--- config.mk ---
export PLATFORM = sky130hd
export DESIGN_NAME = calendar_date_add_days_unit
export DESIGN_NICKNAME = d
export VERILOG_FILES = /design/src/rtl/cdad_pkg.sv /design/src/rtl/cdad_ucode_rom.sv /design/src/rtl/cdad_sequencer.sv /design/src/rtl/cdad_datapath.sv /design/src/rtl/calendar_date_add_days_unit.sv
export VERILOG_INCLUDE_DIRS = /design/src /design/src/rtl
export SDC_FILE = /design/constraint.sdc
export NUM_CORES = 1
export LEC_CHECK = 0
export BUFFER_PORTS_ARGS = -buffer_cell sky130_fd_sc_hd__buf_2
export CORE_ASPECT_RATIO = 0.8
export CORE_MARGIN = 5
export CORE_UTILIZATION = 57
export CTS_CLUSTER_SIZE = 16
export DETAILED_ROUTE_END_ITERATION = 10
export PLACE_DENSITY = 0.78
export SLEW_MARGIN = 20
export SYNTH_ARGS = -nofsm -noshare
export SYNTH_HDL_FRONTEND = slang
export SYNTH_SLANG_ARGS = --single-unit
--- constraint.sdc ---
create_clock -name clk -period 5.35 [get_ports clk]
set_input_delay 0 -clock clk [delete_from_list [all_inputs] [get_ports clk]]
set_output_delay 0 -clock clk [all_outputs]
set_load 0.02 [all_outputs]
--- src/rtl/assert_macros.svh ---
// Assertion macros for the RTL file that carries checks.
`ifndef ASSERT_MACROS_SVH
`define ASSERT_MACROS_SVH

// Antecedent implies consequent in the same cycle.
`define ASSERT_SAME(lbl, clk, rst, ante, cons, msg) \
  lbl: assert property (@(posedge clk) disable iff (rst) (ante) |-> (cons)) \
    else $error(msg);

// Antecedent implies consequent in the following cycle.
`define ASSERT_NEXT(lbl, clk, rst, ante, cons, msg) \
  lbl: assert property (@(posedge clk) disable iff (rst) (ante) |=> (cons)) \
    else $error(msg);

`endif

--- src/rtl/cdad_pkg.sv ---
// Package with types, constants, microcode encoding and the month length table.
`timescale 1ns / 1ps

package cdad_pkg;

  // Largest year a result may carry.
  localparam int MAX_YEAR = 9999;
  localparam int MONTHS   = 12;
  localparam int MONTH_WRAP = 13;

  // Widths of the working registers. The day count covers every date up to
  // year 65535 plus the largest offset, with a sign bit.
  localparam int ACC_W  = 26;
  localparam int YR_W   = 17;
  localparam int STEP_W = 5;

  typedef logic signed [ACC_W-1:0] acc_t;
  typedef logic [YR_W-1:0]         yr_t;
  typedef logic [STEP_W-1:0]       step_t;

  // Days per calendar block.
  localparam acc_t DAYS_400Y = acc_t'(146097);
  localparam acc_t DAYS_100Y = acc_t'(36524);
  localparam acc_t DAYS_4Y   = acc_t'(1461);
  localparam acc_t DAYS_1Y   = acc_t'(365);

  // Index of the last four-year block in a century; that block has no leap day unless the
  // century is the fourth of its 400-year cycle.
  localparam logic [4:0] QUADS_PER_CENT = 5'd24;

  // Datapath operations.
  typedef enum logic [3:0] {
    OP_NOP,
    OP_SET_ERR,
    OP_SUB400,
    OP_SUB100,
    OP_SUB4,
    OP_SUB1,
    OP_ADD_MONTH,
    OP_ADD_OFF,
    OP_DEC400,
    OP_DEC100,
    OP_DEC4,
    OP_DEC1,
    OP_DEC_MONTH,
    OP_FINISH
  } op_t;

  // Branch conditions.
  typedef enum logic [3:0] {
    C_ALWAYS,
    C_BAD_INPUT,
    C_REM_GE400,
    C_REM_GE100,
    C_REM_GE4,
    C_REM_GE1,
    C_MO_LT_BASE,
    C_DAY_BAD,
    C_ACC_NEG,
    C_ACC_GE400Y,
    C_ACC_GE100Y,
    C_ACC_GE4Y,
    C_ACC_GE1Y,
    C_YR_BIG,
    C_MONTH_MORE,
    C_OUT_FULL
  } cond_t;

  // One control word: when the condition holds, the operation runs and the
  // step counter loads the target; otherwise the counter advances by one.
  typedef struct packed {
    op_t   op;
    cond_t cond;
    step_t target;
  } uword_t;

  // Program addresses.
  localparam step_t ST_CHECK    = step_t'(0);
  localparam step_t ST_Y400     = step_t'(1);
  localparam step_t ST_Y100     = step_t'(2);
  localparam step_t ST_Y4       = step_t'(3);
  localparam step_t ST_Y1       = step_t'(4);
  localparam step_t ST_MSUM     = step_t'(5);
  localparam step_t ST_DCHK     = step_t'(6);
  localparam step_t ST_OFF      = step_t'(7);
  localparam step_t ST_NEG      = step_t'(8);
  localparam step_t ST_S400     = step_t'(9);
  localparam step_t ST_S100     = step_t'(10);
  localparam step_t ST_S4       = step_t'(11);
  localparam step_t ST_S1       = step_t'(12);
  localparam step_t ST_YCHK     = step_t'(13);
  localparam step_t ST_MWALK    = step_t'(14);
  localparam step_t ST_FIN_WAIT = step_t'(15);
  localparam step_t ST_FINISH   = step_t'(16);

  // Sequencer run state.
  typedef enum logic {
    SEQ_IDLE,
    SEQ_RUN
  } seq_state_t;

  // Control from the sequencer to the datapath.
  typedef struct packed {
    logic load;
    logic exec;
    op_t  op;
  } ctrl_t;

  // Status from the datapath to the sequencer, one bit per condition other than C_ALWAYS.
  typedef struct packed {
    logic bad_input;
    logic rem_ge400;
    logic rem_ge100;
    logic rem_ge4;
    logic rem_ge1;
    logic mo_lt_base;
    logic day_bad;
    logic acc_neg;
    logic acc_ge400y;
    logic acc_ge100y;
    logic acc_ge4y;
    logic acc_ge1y;
    logic yr_big;
    logic month_more;
    logic out_full;
  } flags_t;

  // Length of month m, with February taking the leap flag.
  function automatic logic [4:0] month_len(input logic [3:0] m, input logic leap);
    logic [4:0] len;
    case (m)
      4'd2:                      len = leap ? 5'd29 : 5'd28;
      4'd4, 4'd6, 4'd9, 4'd11:   len = 5'd30;
      default:                   len = 5'd31;
    endcase
    return len;
  endfunction

endpackage

--- src/rtl/cdad_ucode_rom.sv ---
// Microcode store: the control word for each program step.
`timescale 1ns / 1ps

module cdad_ucode_rom (
  input  cdad_pkg::step_t  step,
  output cdad_pkg::uword_t word
);

  // Program. Loops are single words that branch to themselves.
  always_comb begin
    case (step)
      // Reject a zero year, month or day, or a year or month beyond range.
      cdad_pkg::ST_CHECK: word = '{cdad_pkg::OP_SET_ERR, cdad_pkg::C_BAD_INPUT,
                                   cdad_pkg::ST_FIN_WAIT};
      // Count days of the whole years before the base year.
      cdad_pkg::ST_Y400:  word = '{cdad_pkg::OP_SUB400, cdad_pkg::C_REM_GE400,
                                   cdad_pkg::ST_Y400};
      cdad_pkg::ST_Y100:  word = '{cdad_pkg::OP_SUB100, cdad_pkg::C_REM_GE100,
                                   cdad_pkg::ST_Y100};
      cdad_pkg::ST_Y4:    word = '{cdad_pkg::OP_SUB4, cdad_pkg::C_REM_GE4,
                                   cdad_pkg::ST_Y4};
      cdad_pkg::ST_Y1:    word = '{cdad_pkg::OP_SUB1, cdad_pkg::C_REM_GE1,
                                   cdad_pkg::ST_Y1};
      // Add the months before the base month.
      cdad_pkg::ST_MSUM:  word = '{cdad_pkg::OP_ADD_MONTH, cdad_pkg::C_MO_LT_BASE,
                                   cdad_pkg::ST_MSUM};
      // The day must fit its month.
      cdad_pkg::ST_DCHK:  word = '{cdad_pkg::OP_SET_ERR, cdad_pkg::C_DAY_BAD,
                                   cdad_pkg::ST_FIN_WAIT};
      cdad_pkg::ST_OFF:   word = '{cdad_pkg::OP_ADD_OFF, cdad_pkg::C_ALWAYS,
                                   cdad_pkg::ST_NEG};
      cdad_pkg::ST_NEG:   word = '{cdad_pkg::OP_SET_ERR, cdad_pkg::C_ACC_NEG,
                                   cdad_pkg::ST_FIN_WAIT};
      // Convert the day count back into years.
      cdad_pkg::ST_S400:  word = '{cdad_pkg::OP_DEC400, cdad_pkg::C_ACC_GE400Y,
                                   cdad_pkg::ST_S400};
      cdad_pkg::ST_S100:  word = '{cdad_pkg::OP_DEC100, cdad_pkg::C_ACC_GE100Y,
                                   cdad_pkg::ST_S100};
      cdad_pkg::ST_S4:    word = '{cdad_pkg::OP_DEC4, cdad_pkg::C_ACC_GE4Y,
                                   cdad_pkg::ST_S4};
      cdad_pkg::ST_S1:    word = '{cdad_pkg::OP_DEC1, cdad_pkg::C_ACC_GE1Y,
                                   cdad_pkg::ST_S1};
      cdad_pkg::ST_YCHK:  word = '{cdad_pkg::OP_SET_ERR, cdad_pkg::C_YR_BIG,
                                   cdad_pkg::ST_FIN_WAIT};
      // Walk the months of the result year.
      cdad_pkg::ST_MWALK: word = '{cdad_pkg::OP_DEC_MONTH, cdad_pkg::C_MONTH_MORE,
                                   cdad_pkg::ST_MWALK};
      // Hold until the output register is free, then deliver.
      cdad_pkg::ST_FIN_WAIT: word = '{cdad_pkg::OP_NOP, cdad_pkg::C_OUT_FULL,
                                      cdad_pkg::ST_FIN_WAIT};
      cdad_pkg::ST_FINISH: word = '{cdad_pkg::OP_FINISH, cdad_pkg::C_ALWAYS,
                                    cdad_pkg::ST_CHECK};
      default:            word = '{cdad_pkg::OP_NOP, cdad_pkg::C_ALWAYS,
                                   cdad_pkg::ST_FIN_WAIT};
    endcase
  end

endmodule

--- src/rtl/cdad_sequencer.sv ---
// Sequencer: step counter, branch selection and the run state.
`timescale 1ns / 1ps

module cdad_sequencer (
  input  logic              clk,
  input  logic              rst,
  input  logic              in_valid,
  output logic              in_ready,
  input  cdad_pkg::flags_t  flags,
  output cdad_pkg::ctrl_t   ctrl
);

  cdad_pkg::seq_state_t state;
  cdad_pkg::seq_state_t state_next;
  cdad_pkg::step_t      step;
  cdad_pkg::uword_t     word;
  logic                 cond_true;

  cdad_ucode_rom u_rom (
    .step (step),
    .word (word)
  );

  // Branch condition selected by the current control word.
  always_comb begin
    case (word.cond)
      cdad_pkg::C_ALWAYS:     cond_true = 1'b1;
      cdad_pkg::C_BAD_INPUT:  cond_true = flags.bad_input;
      cdad_pkg::C_REM_GE400:  cond_true = flags.rem_ge400;
      cdad_pkg::C_REM_GE100:  cond_true = flags.rem_ge100;
      cdad_pkg::C_REM_GE4:    cond_true = flags.rem_ge4;
      cdad_pkg::C_REM_GE1:    cond_true = flags.rem_ge1;
      cdad_pkg::C_MO_LT_BASE: cond_true = flags.mo_lt_base;
      cdad_pkg::C_DAY_BAD:    cond_true = flags.day_bad;
      cdad_pkg::C_ACC_NEG:    cond_true = flags.acc_neg;
      cdad_pkg::C_ACC_GE400Y: cond_true = flags.acc_ge400y;
      cdad_pkg::C_ACC_GE100Y: cond_true = flags.acc_ge100y;
      cdad_pkg::C_ACC_GE4Y:   cond_true = flags.acc_ge4y;
      cdad_pkg::C_ACC_GE1Y:   cond_true = flags.acc_ge1y;
      cdad_pkg::C_YR_BIG:     cond_true = flags.yr_big;
      cdad_pkg::C_MONTH_MORE: cond_true = flags.month_more;
      cdad_pkg::C_OUT_FULL:   cond_true = flags.out_full;
      default:                cond_true = 1'b0;
    endcase
  end

  // Next run state.
  always_comb begin
    state_next = state;
    case (state)
      cdad_pkg::SEQ_IDLE: begin
        if (in_valid) begin
          state_next = cdad_pkg::SEQ_RUN;
        end
      end
      cdad_pkg::SEQ_RUN: begin
        if (cond_true && (word.op == cdad_pkg::OP_FINISH)) begin
          state_next = cdad_pkg::SEQ_IDLE;
        end
      end
      default: state_next = cdad_pkg::SEQ_IDLE;
    endcase
  end

  // Outputs of the run state.
  always_comb begin
    in_ready  = 1'b0;
    ctrl.load = 1'b0;
    ctrl.exec = 1'b0;
    ctrl.op   = word.op;
    case (state)
      cdad_pkg::SEQ_IDLE: begin
        in_ready  = 1'b1;
        ctrl.load = in_valid;
      end
      cdad_pkg::SEQ_RUN: begin
        ctrl.exec = cond_true;
      end
      default: begin
        in_ready = 1'b0;
      end
    endcase
  end

  // Run state register.
  always_ff @(posedge clk) begin
    if (rst) begin
      state <= cdad_pkg::SEQ_IDLE;
    end else begin
      state <= state_next;
    end
  end

  // Step counter: restart on a new beat, branch or advance while running.
  always_ff @(posedge clk) begin
    if (rst) begin
      step <= cdad_pkg::ST_CHECK;
    end else if (ctrl.load) begin
      step <= cdad_pkg::ST_CHECK;
    end else if (state == cdad_pkg::SEQ_RUN) begin
      if (cond_true) begin
        step <= word.target;
      end else begin
        step <= cdad_pkg::step_t'(step + 1'b1);
      end
    end
  end

endmodule

--- src/rtl/cdad_datapath.sv ---
// Datapath: day count accumulator, year and month registers, output register.
`timescale 1ns / 1ps

module cdad_datapath (
  input  logic                 clk,
  input  logic                 rst,
  input  cdad_pkg::ctrl_t      ctrl,
  input  logic [13:0]          base_year,
  input  logic [3:0]           base_month,
  input  logic [4:0]           base_day,
  input  logic signed [20:0]   day_offset,
  input  logic                 out_ready,
  output cdad_pkg::flags_t     flags,
  output logic                 out_valid,
  output logic [13:0]          result_year,
  output logic [3:0]           result_month,
  output logic [4:0]           result_day,
  output logic                 error_flag
);

  // Latched input beat.
  logic [13:0]         by;
  logic [3:0]          bm;
  logic [4:0]          bd;
  logic signed [20:0]  off;

  // Working registers.
  cdad_pkg::acc_t      acc;
  logic [13:0]         rem;
  cdad_pkg::yr_t       yr;
  logic [3:0]          mo;
  logic [1:0]          n100;
  logic [4:0]          n4;
  logic [1:0]          n1;
  logic                err;

  logic                leap;
  logic [4:0]          ml_cur;
  logic [4:0]          ml_base;
  cdad_pkg::acc_t      ml_ext;
  cdad_pkg::yr_t       max_yr;

  // The year in hand is leap when it is the fourth of its four-year block,
  // unless that block closes a century that is not the fourth of its cycle.
  assign leap = (n1 == 2'd3) && ((n4 != cdad_pkg::QUADS_PER_CENT) || (n100 == 2'd3));

  assign ml_cur  = cdad_pkg::month_len(mo, leap);
  assign ml_base = cdad_pkg::month_len(bm, leap);
  assign ml_ext  = cdad_pkg::acc_t'(ml_cur);
  assign max_yr  = cdad_pkg::yr_t'(cdad_pkg::MAX_YEAR);

  // Status for the sequencer's branches.
  always_comb begin
    flags.bad_input  = (by == 14'd0) || (cdad_pkg::yr_t'(by) > max_yr) ||
                       (bm == 4'd0) || (bm > 4'(cdad_pkg::MONTHS)) || (bd == 5'd0);
    flags.rem_ge400  = rem >= 14'd400;
    flags.rem_ge100  = rem >= 14'd100;
    flags.rem_ge4    = rem >= 14'd4;
    flags.rem_ge1    = rem != 14'd0;
    flags.mo_lt_base = mo < bm;
    flags.day_bad    = bd > ml_base;
    flags.acc_neg    = acc[cdad_pkg::ACC_W-1];
    flags.acc_ge400y = acc >= cdad_pkg::DAYS_400Y;
    flags.acc_ge100y = (acc >= cdad_pkg::DAYS_100Y) && (n100 != 2'd3);
    flags.acc_ge4y   = acc >= cdad_pkg::DAYS_4Y;
    flags.acc_ge1y   = (acc >= cdad_pkg::DAYS_1Y) && (n1 != 2'd3);
    flags.yr_big     = yr > max_yr;
    flags.month_more = (mo < 4'(cdad_pkg::MONTHS)) && (acc >= ml_ext);
    flags.out_full   = out_valid && !out_ready;
  end

  // Input latch.
  always_ff @(posedge clk) begin
    if (ctrl.load) begin
      by  <= base_year;
      bm  <= base_month;
      bd  <= base_day;
      off <= day_offset;
    end
  end

  // Working registers, one operation per executed control word.
  always_ff @(posedge clk) begin
    if (ctrl.load) begin
      acc  <= cdad_pkg::acc_t'(base_day) - cdad_pkg::acc_t'(1);
      rem  <= base_year - 14'd1;
      yr   <= cdad_pkg::yr_t'(1);
      mo   <= 4'd1;
      n100 <= 2'd0;
      n4   <= 5'd0;
      n1   <= 2'd0;
      err  <= 1'b0;
    end else if (ctrl.exec) begin
      case (ctrl.op)
        cdad_pkg::OP_SET_ERR: begin
          err <= 1'b1;
        end
        cdad_pkg::OP_SUB400: begin
          rem <= rem - 14'd400;
          acc <= acc + cdad_pkg::DAYS_400Y;
        end
        cdad_pkg::OP_SUB100: begin
          rem  <= rem - 14'd100;
          acc  <= acc + cdad_pkg::DAYS_100Y;
          n100 <= n100 + 2'd1;
        end
        cdad_pkg::OP_SUB4: begin
          rem <= rem - 14'd4;
          acc <= acc + cdad_pkg::DAYS_4Y;
          n4  <= n4 + 5'd1;
        end
        cdad_pkg::OP_SUB1: begin
          rem <= rem - 14'd1;
          acc <= acc + cdad_pkg::DAYS_1Y;
          n1  <= n1 + 2'd1;
        end
        cdad_pkg::OP_ADD_MONTH: begin
          acc <= acc + ml_ext;
          mo  <= mo + 4'd1;
        end
        cdad_pkg::OP_ADD_OFF: begin
          acc  <= acc + cdad_pkg::acc_t'(off);
          yr   <= cdad_pkg::yr_t'(1);
          mo   <= 4'd1;
          n100 <= 2'd0;
          n4   <= 5'd0;
          n1   <= 2'd0;
        end
        cdad_pkg::OP_DEC400: begin
          acc <= acc - cdad_pkg::DAYS_400Y;
          yr  <= yr + cdad_pkg::yr_t'(400);
        end
        cdad_pkg::OP_DEC100: begin
          acc  <= acc - cdad_pkg::DAYS_100Y;
          yr   <= yr + cdad_pkg::yr_t'(100);
          n100 <= n100 + 2'd1;
        end
        cdad_pkg::OP_DEC4: begin
          acc <= acc - cdad_pkg::DAYS_4Y;
          yr  <= yr + cdad_pkg::yr_t'(4);
          n4  <= n4 + 5'd1;
        end
        cdad_pkg::OP_DEC1: begin
          acc <= acc - cdad_pkg::DAYS_1Y;
          yr  <= yr + cdad_pkg::yr_t'(1);
          n1  <= n1 + 2'd1;
        end
        cdad_pkg::OP_DEC_MONTH: begin
          acc <= acc - ml_ext;
          mo  <= mo + 4'd1;
        end
        default: begin
          err <= err;
        end
      endcase
    end
  end

  // Output register valid flag.
  always_ff @(posedge clk) begin
    if (rst) begin
      out_valid <= 1'b0;
    end else if (ctrl.exec && (ctrl.op == cdad_pkg::OP_FINISH)) begin
      out_valid <= 1'b1;
    end else if (out_ready) begin
      out_valid <= 1'b0;
    end
  end

  // Output payload: the input date is echoed on error.
  always_ff @(posedge clk) begin
    if (ctrl.exec && (ctrl.op == cdad_pkg::OP_FINISH)) begin
      error_flag <= err;
      if (err) begin
        result_year  <= by;
        result_month <= bm;
        result_day   <= bd;
      end else begin
        result_year  <= yr[13:0];
        result_month <= mo;
        result_day   <= acc[4:0] + 5'd1;
      end
    end
  end

endmodule

--- src/rtl/calendar_date_add_days_unit.sv ---
// Operation: one beat runs a microprogram of 17 steps whose loops iterate per
// calendar block; a bad input field, a day beyond its month or a result before
// year 1 ends the program early, and every result may wait for the output
// register.
// Throughput: one beat at a time; the next beat is taken once the program
// has delivered its result into the output register.
// Reset: synchronous, active high; clears the sequencer and the output valid.
`timescale 1ns / 1ps
`include "assert_macros.svh"

module calendar_date_add_days_unit (
  input  logic        clk,
  input  logic        rst,
  input  logic        s_axis_tvalid,
  output logic        s_axis_tready,
  // base_year [13:0], base_month [17:14], base_day [22:18],
  // day_offset [43:23], zero fill [47:44]
  input  logic [47:0] s_axis_tdata,
  output logic        m_axis_tvalid,
  input  logic        m_axis_tready,
  // result_year [13:0], result_month [17:14], result_day [22:18],
  // zero fill [23]
  output logic [23:0] m_axis_tdata,
  // error_flag [0]
  output logic        m_axis_tuser
);

  cdad_pkg::ctrl_t  ctrl;
  cdad_pkg::flags_t flags;
  logic [13:0]      result_year;
  logic [3:0]       result_month;
  logic [4:0]       result_day;

  cdad_sequencer u_seq (
    .clk      (clk),
    .rst      (rst),
    .in_valid (s_axis_tvalid),
    .in_ready (s_axis_tready),
    .flags    (flags),
    .ctrl     (ctrl)
  );

  cdad_datapath u_dp (
    .clk          (clk),
    .rst          (rst),
    .ctrl         (ctrl),
    .base_year    (s_axis_tdata[13:0]),
    .base_month   (s_axis_tdata[17:14]),
    .base_day     (s_axis_tdata[22:18]),
    .day_offset   ($signed(s_axis_tdata[43:23])),
    .out_ready    (m_axis_tready),
    .flags        (flags),
    .out_valid    (m_axis_tvalid),
    .result_year  (result_year),
    .result_month (result_month),
    .result_day   (result_day),
    .error_flag   (m_axis_tuser)
  );

  // Pack the result beat.
  assign m_axis_tdata = {1'b0, result_day, result_month, result_year};

  // A beat starts the program, so the input side closes right after it.
  `ASSERT_NEXT(a_busy_after_accept, clk, rst,
               s_axis_tvalid && s_axis_tready, !s_axis_tready,
               "input ready while a beat is in work")
  // A new result only comes out of a running program.
  `ASSERT_SAME(a_result_from_run, clk, rst,
               $rose(m_axis_tvalid), $past(!s_axis_tready),
               "result appeared without a running program")
  // A good result carries a month in calendar range and a nonzero day.
  `ASSERT_SAME(a_result_range, clk, rst,
               m_axis_tvalid && !m_axis_tuser,
               (m_axis_tdata[17:14] != 4'd0) &&
               (m_axis_tdata[17:14] < 4'(cdad_pkg::MONTH_WRAP)) &&
               (m_axis_tdata[22:18] != 5'd0),
               "result month or day out of range")

endmodule

==> metrics.md <==
| Metric | Value |
|---|---|
| Status | finished clean |
| Adder and majority gate portion of the synthesized area | under 10% |
| Clk root buf | sky130_fd_sc_hd__clkbuf_16 |
| Worst skew pair latency | 450 ps |
| WHS | ~260 ps |
| Fin. Hold Viols | 0 |
| Syn_nets | roughly 1800 |
| Global-route usage over all layers | 36.1% |
| Number of diodes added for antenna fixing | 0 |
| Final-report max-slew violation count | 0 |
| Number of nets still failing antenna checks after routing | 0 |
| Crit-path max FO | 6 |
| Remaining max-slew budget at the tightest pin | between 20 and 30% |
| Area growth syn-to-layout | 13.9% |
| Total of flip-flops plus latches after synthesis | ~160 |
| Share of the synthesized area in the top cell type | a little under a quarter |
| Max-cap violations | 0 |
| Data required time at the worst endpoint | ~5500 ps |
| Critical Path Sink Type | flip-flop |
| Number of inserted filler cells in the final layout | 2021 |
| Port buffer count | 73 |
| Top-Level Pins | 79 |
| Synthesized area | roughly 14000 sq um |
| Pin slew with the least headroom to its limit | ~1100 ps |
| Post-detailed-route wirelength per cell | 23.6 um |
| CTS tree | done |
| Number of buffers added by the clock tree synthesis step | 17 |
| Clock tree buffer depth | 2 |
| Crit share post-route | between 90 and 100% |
| Share of flip-flops with an asynchronous set or reset after synthesis | 0% |
| Die footprint | 27200 sq um |
| Synthesized instance count | about 1700 |
| Post-Synthesis Mean Instance Area | roughly 8.0 sq um |
| Startpoint types | flip-flop |
| Total Wirelength | 50.4 mm |
| Final Setup Violations | 0 |
| Most common flop cell mapped by yosys | sky130_fd_sc_hd__edfxtp_1 |
| GPL Wtd Cong | 1.06 |
| Library cell with the largest summed area after synthesis | sky130_fd_sc_hd__edfxtp_1 |
| Critical path type | flip-flop to flip-flop |
| Post-route DRC violation count | 0 |
| Maximum clock rate | 0.206 GHz |
| XOR/XNOR Fraction of Synth Area | ~5% |
| Depth of the worst register-to-register path | 18 |
| Mux share of post-synthesis cell area | roughly 2.4% |
| Number of enable flip-flop cells after synthesis | 108 |
| Time the final worst path needs with I/O delays and setup | between 4000 and 5000 ps |
| Number of gates resized after cts | 0 |
| Cell count of the worst hold path | 2 |
| X dimension of the die | between 150 and 200 um |
| Vias post-DR | roughly 15000 |
| CTS H-Tree Depth | 4 |
| Unrepaired setup endpoints after global routing | false |
| Clock Skew | a little under 10 ps |
| Initial Util | 58.2% |
| Sequential-to-total area share from yosys stat | just over 30% |
| Clock transition at the registers of the reported paths | 70 ps |
| Initial DRC count | 2719 |
| GR Overflow Total | 0 |
| Sum of negative setup slack | 0 ps |
| Via count of the first global-routing pass | approximately 14000 |
| Average vias per placed instance | approximately 7 |
| Critical Path AT | 5010 ps |
| NumNets Final | about 1900 |
| Die Y-Extent | around 150 um |
| Sinks on Clock Net | 158 |
| DR pass1 iterations | 9 |
| Largest family of logic cells by synthesized area | compound AO/OA/AOI/OAI gates |
| Pwr dens | between 400 and 500 nW/um^2 |
| Leakage dissipation | approximately 6 nW |
| Post-synthesis compound-gate area fraction | a little over a quarter |
| Worst min-delay path category | primary input to flip-flop |
| Number of antenna violations at the first check in global routing | 0 |
| Buffers inserted during post-CTS setup optimization | 0 |
| Synth Area in Simple Gates | 22.7% |
| Ranking of synthesized cells by area | sky130_fd_sc_hd__edfxtp_1 24%, sky130_fd_sc_hd__dfxtp_1 7.3%, sky130_fd_sc_hd__ha_1 6.4%, sky130_fd_sc_hd__o21ai_0 5.4%, sky130_fd_sc_hd__nand2_1 5.4% |
| Wire length of the first global-routing pass | ~79 mm |
| Number of different library cells in the post-synthesis netlist | between 90 and 100 |
| Core ar. | 23500 sq um |
| Fraction of layout cells with a size suffix above 1 | about an eighth |
| Total number of yosys warnings | 0 |
| IR drop worst, VDD | 0.306 mV |
| Largest net degree at the start of global routing | 73 |
| Core Rows | 50 |
| Detailed placement HPWL | ~35 mm |
==> report_power, final <==
group | internal, mW | switching (mW) | leakage, nW
Sequential | 1.61 | 0.433 | 1.43
Combinational | 1.62 | 2.79 | 4.11
Clock | 0.668 | 0.602 | 0.290
Total | 3.89 | 3.82 | 5.83
==> sequential cells by signal (all words and copies together) (netlist names) <==
register           count
u_dp.n4                5
u_dp.off              21
u_dp.err               1
u_dp.result_year      14
u_dp.n1                2
u_dp.bm                4
u_seq.u_rom.word      12
u_dp.result_month      4
u_seq.state            1
u_dp.result_day        5
u_dp.out_valid         1
u_dp.acc              26
u_dp.error_flag        1
u_dp.n100              2
u_dp.rem              14
u_dp.by               14
u_seq.step             5
u_dp.mo                4
u_dp.yr               17
u_dp.bd                5
==> kinds of logic (layout without fill, tap and decap cells) <==
family / Yosys count / count (layout)
xor+xnor: 78 / 78
buf+inv: 170 / 275
compound gates: 576 / 576
fa+ha+maj: 72 / 72
other cells: 1 / 1
mux: 29 / 29
simple gates: 637 / 637
flops: 158 / 158
==> synth_stat cells (all sizes together) (6+ instances only) <==
library cell    n
xor2           22
mux2i          11
or4             7
a21boi          6
a41oi           6
clkbuf         94
nor3           53
a211oi         18
nand2b         27
mux2           17
nand3          60
or3            18
and2           17
a221oi         18
a2111oi        12
dfxtp          50
nand2         197
ha             70
nor2b          15
a21oi         142
a22oi          21
inv            59
nor2          143
edfxtp        108
o31ai          12
nor4           22
and3           28
buf            15
o211ai         19
xnor2          56
a31oi          31
nor3b           6
o221ai         14
or2             6
o21ai         151
a32oi           8
nand4          16
o22ai          36
o2111ai         7
a21o           16
==> routing by layer <==
layer / GRT usage, % / up-vias / part of all wire, %
met1: 52.4 / 6993 / 42
li1: - / 6673 / -
met5: 0 / - / 0
met4: 11.6 / 0 / 2.9
met2: 51.6 / 1179 / 41
met3: 10.7 / 173 / 15
==> worst paths after layout <==
kind	startpoint	to	slack, ps
setup / recovery	u_dp.mo[0]	u_dp.acc[23]	500
hold / removal	s_axis_tdata[43]	u_dp.off[20]	260
setup reg to reg	u_dp.mo[0]	u_dp.acc[23]	500
hold reg to reg	u_dp.n1[1]	u_dp.n1[1]	490
==> area by class of cell <==
cell class | count | area, sq um | share of cell area (%)
clock buffer | 17 | 425 | 2.73
clock inverter | 15 | 171 | 1.10
inverter | 61 | 234 | 1.50
multi-input combinational | 1393 | 8810 | 56.5
sequential | 158 | 4240 | 27.2
tap | 312 | 390 | 2.50
timing repair buffer | 182 | 1320 | 8.44
==> critical path, cell delays in order (launching register included) <==
cell and delay [ps]:
sky130_fd_sc_hd__dfxtp_1 370, sky130_fd_sc_hd__inv_1 120, sky130_fd_sc_hd__ha_1 190, sky130_fd_sc_hd__nor3b_1 610
sky130_fd_sc_hd__nor2_1 90, sky130_fd_sc_hd__a21oi_1 120, sky130_fd_sc_hd__or2_2 140, sky130_fd_sc_hd__inv_1 40
sky130_fd_sc_hd__ha_1 270, sky130_fd_sc_hd__a21oi_1 100, sky130_fd_sc_hd__nor2_1 170, sky130_fd_sc_hd__o31ai_1 160
sky130_fd_sc_hd__a2111oi_0 890, sky130_fd_sc_hd__nor2_1 210, sky130_fd_sc_hd__a221o_1 430, sky130_fd_sc_hd__a31oi_1 230
sky130_fd_sc_hd__xor2_1 120, sky130_fd_sc_hd__a221oi_1 250, sky130_fd_sc_hd__a21oi_1 60
==> stage by stage <==
step	setup WS, ps	util, %	total power [mW]	cell area [sq um]	std cells
6_report	504	66.3	7.72	15600	2138
4_1_cts	604	66.3	7.51	15600	2138
2_1_floorplan	180	-	4.89	13700	1721
3_5_place_dp	631	61.7	6.18	14500	2058
5_1_grt	231	66.3	8.11	15600	2138
3_3_place_gp	732	61.7	6.11	14500	2058
==> layout by cell type (no fill, tap or decap), types with 11 or more instances in the layout <==
cell type,instances
sky130_fd_sc_hd__buf_2,73
sky130_fd_sc_hd__a221oi_1,18
sky130_fd_sc_hd__nand2b_1,27
sky130_fd_sc_hd__a22oi_1,21
sky130_fd_sc_hd__a21oi_1,142
sky130_fd_sc_hd__nand3_1,60
sky130_fd_sc_hd__inv_1,56
sky130_fd_sc_hd__xor2_1,22
sky130_fd_sc_hd__and3_1,27
sky130_fd_sc_hd__nor4_1,20
sky130_fd_sc_hd__a211oi_1,18
sky130_fd_sc_hd__mux2_2,16
sky130_fd_sc_hd__a21o_1,15
sky130_fd_sc_hd__o221ai_1,14
sky130_fd_sc_hd__a31oi_1,31
sky130_fd_sc_hd__clkbuf_16,17
sky130_fd_sc_hd__dlygate4sd3_1,48
sky130_fd_sc_hd__nor2b_1,15
sky130_fd_sc_hd__nand2_1,197
sky130_fd_sc_hd__nor2_1,142
sky130_fd_sc_hd__o211ai_1,19
sky130_fd_sc_hd__buf_4,60
sky130_fd_sc_hd__xnor2_1,56
sky130_fd_sc_hd__a2111oi_0,11
sky130_fd_sc_hd__o21ai_0,148
sky130_fd_sc_hd__o22ai_1,36
sky130_fd_sc_hd__nor3_1,49
sky130_fd_sc_hd__dfxtp_1,50
sky130_fd_sc_hd__nand4_1,16
sky130_fd_sc_hd__edfxtp_1,108
sky130_fd_sc_hd__ha_1,70
sky130_fd_sc_hd__or3_1,18
sky130_fd_sc_hd__and2_1,17
==> repair_timing <==
action / 4_1_cts / 5_1_grt
endpoints found under the setup margin: 0 / 0
hold buffers: 48 / 0
endpoints found under the hold margin: 52 / 0
Note: power is estimated with default switching activity, not from simulation.
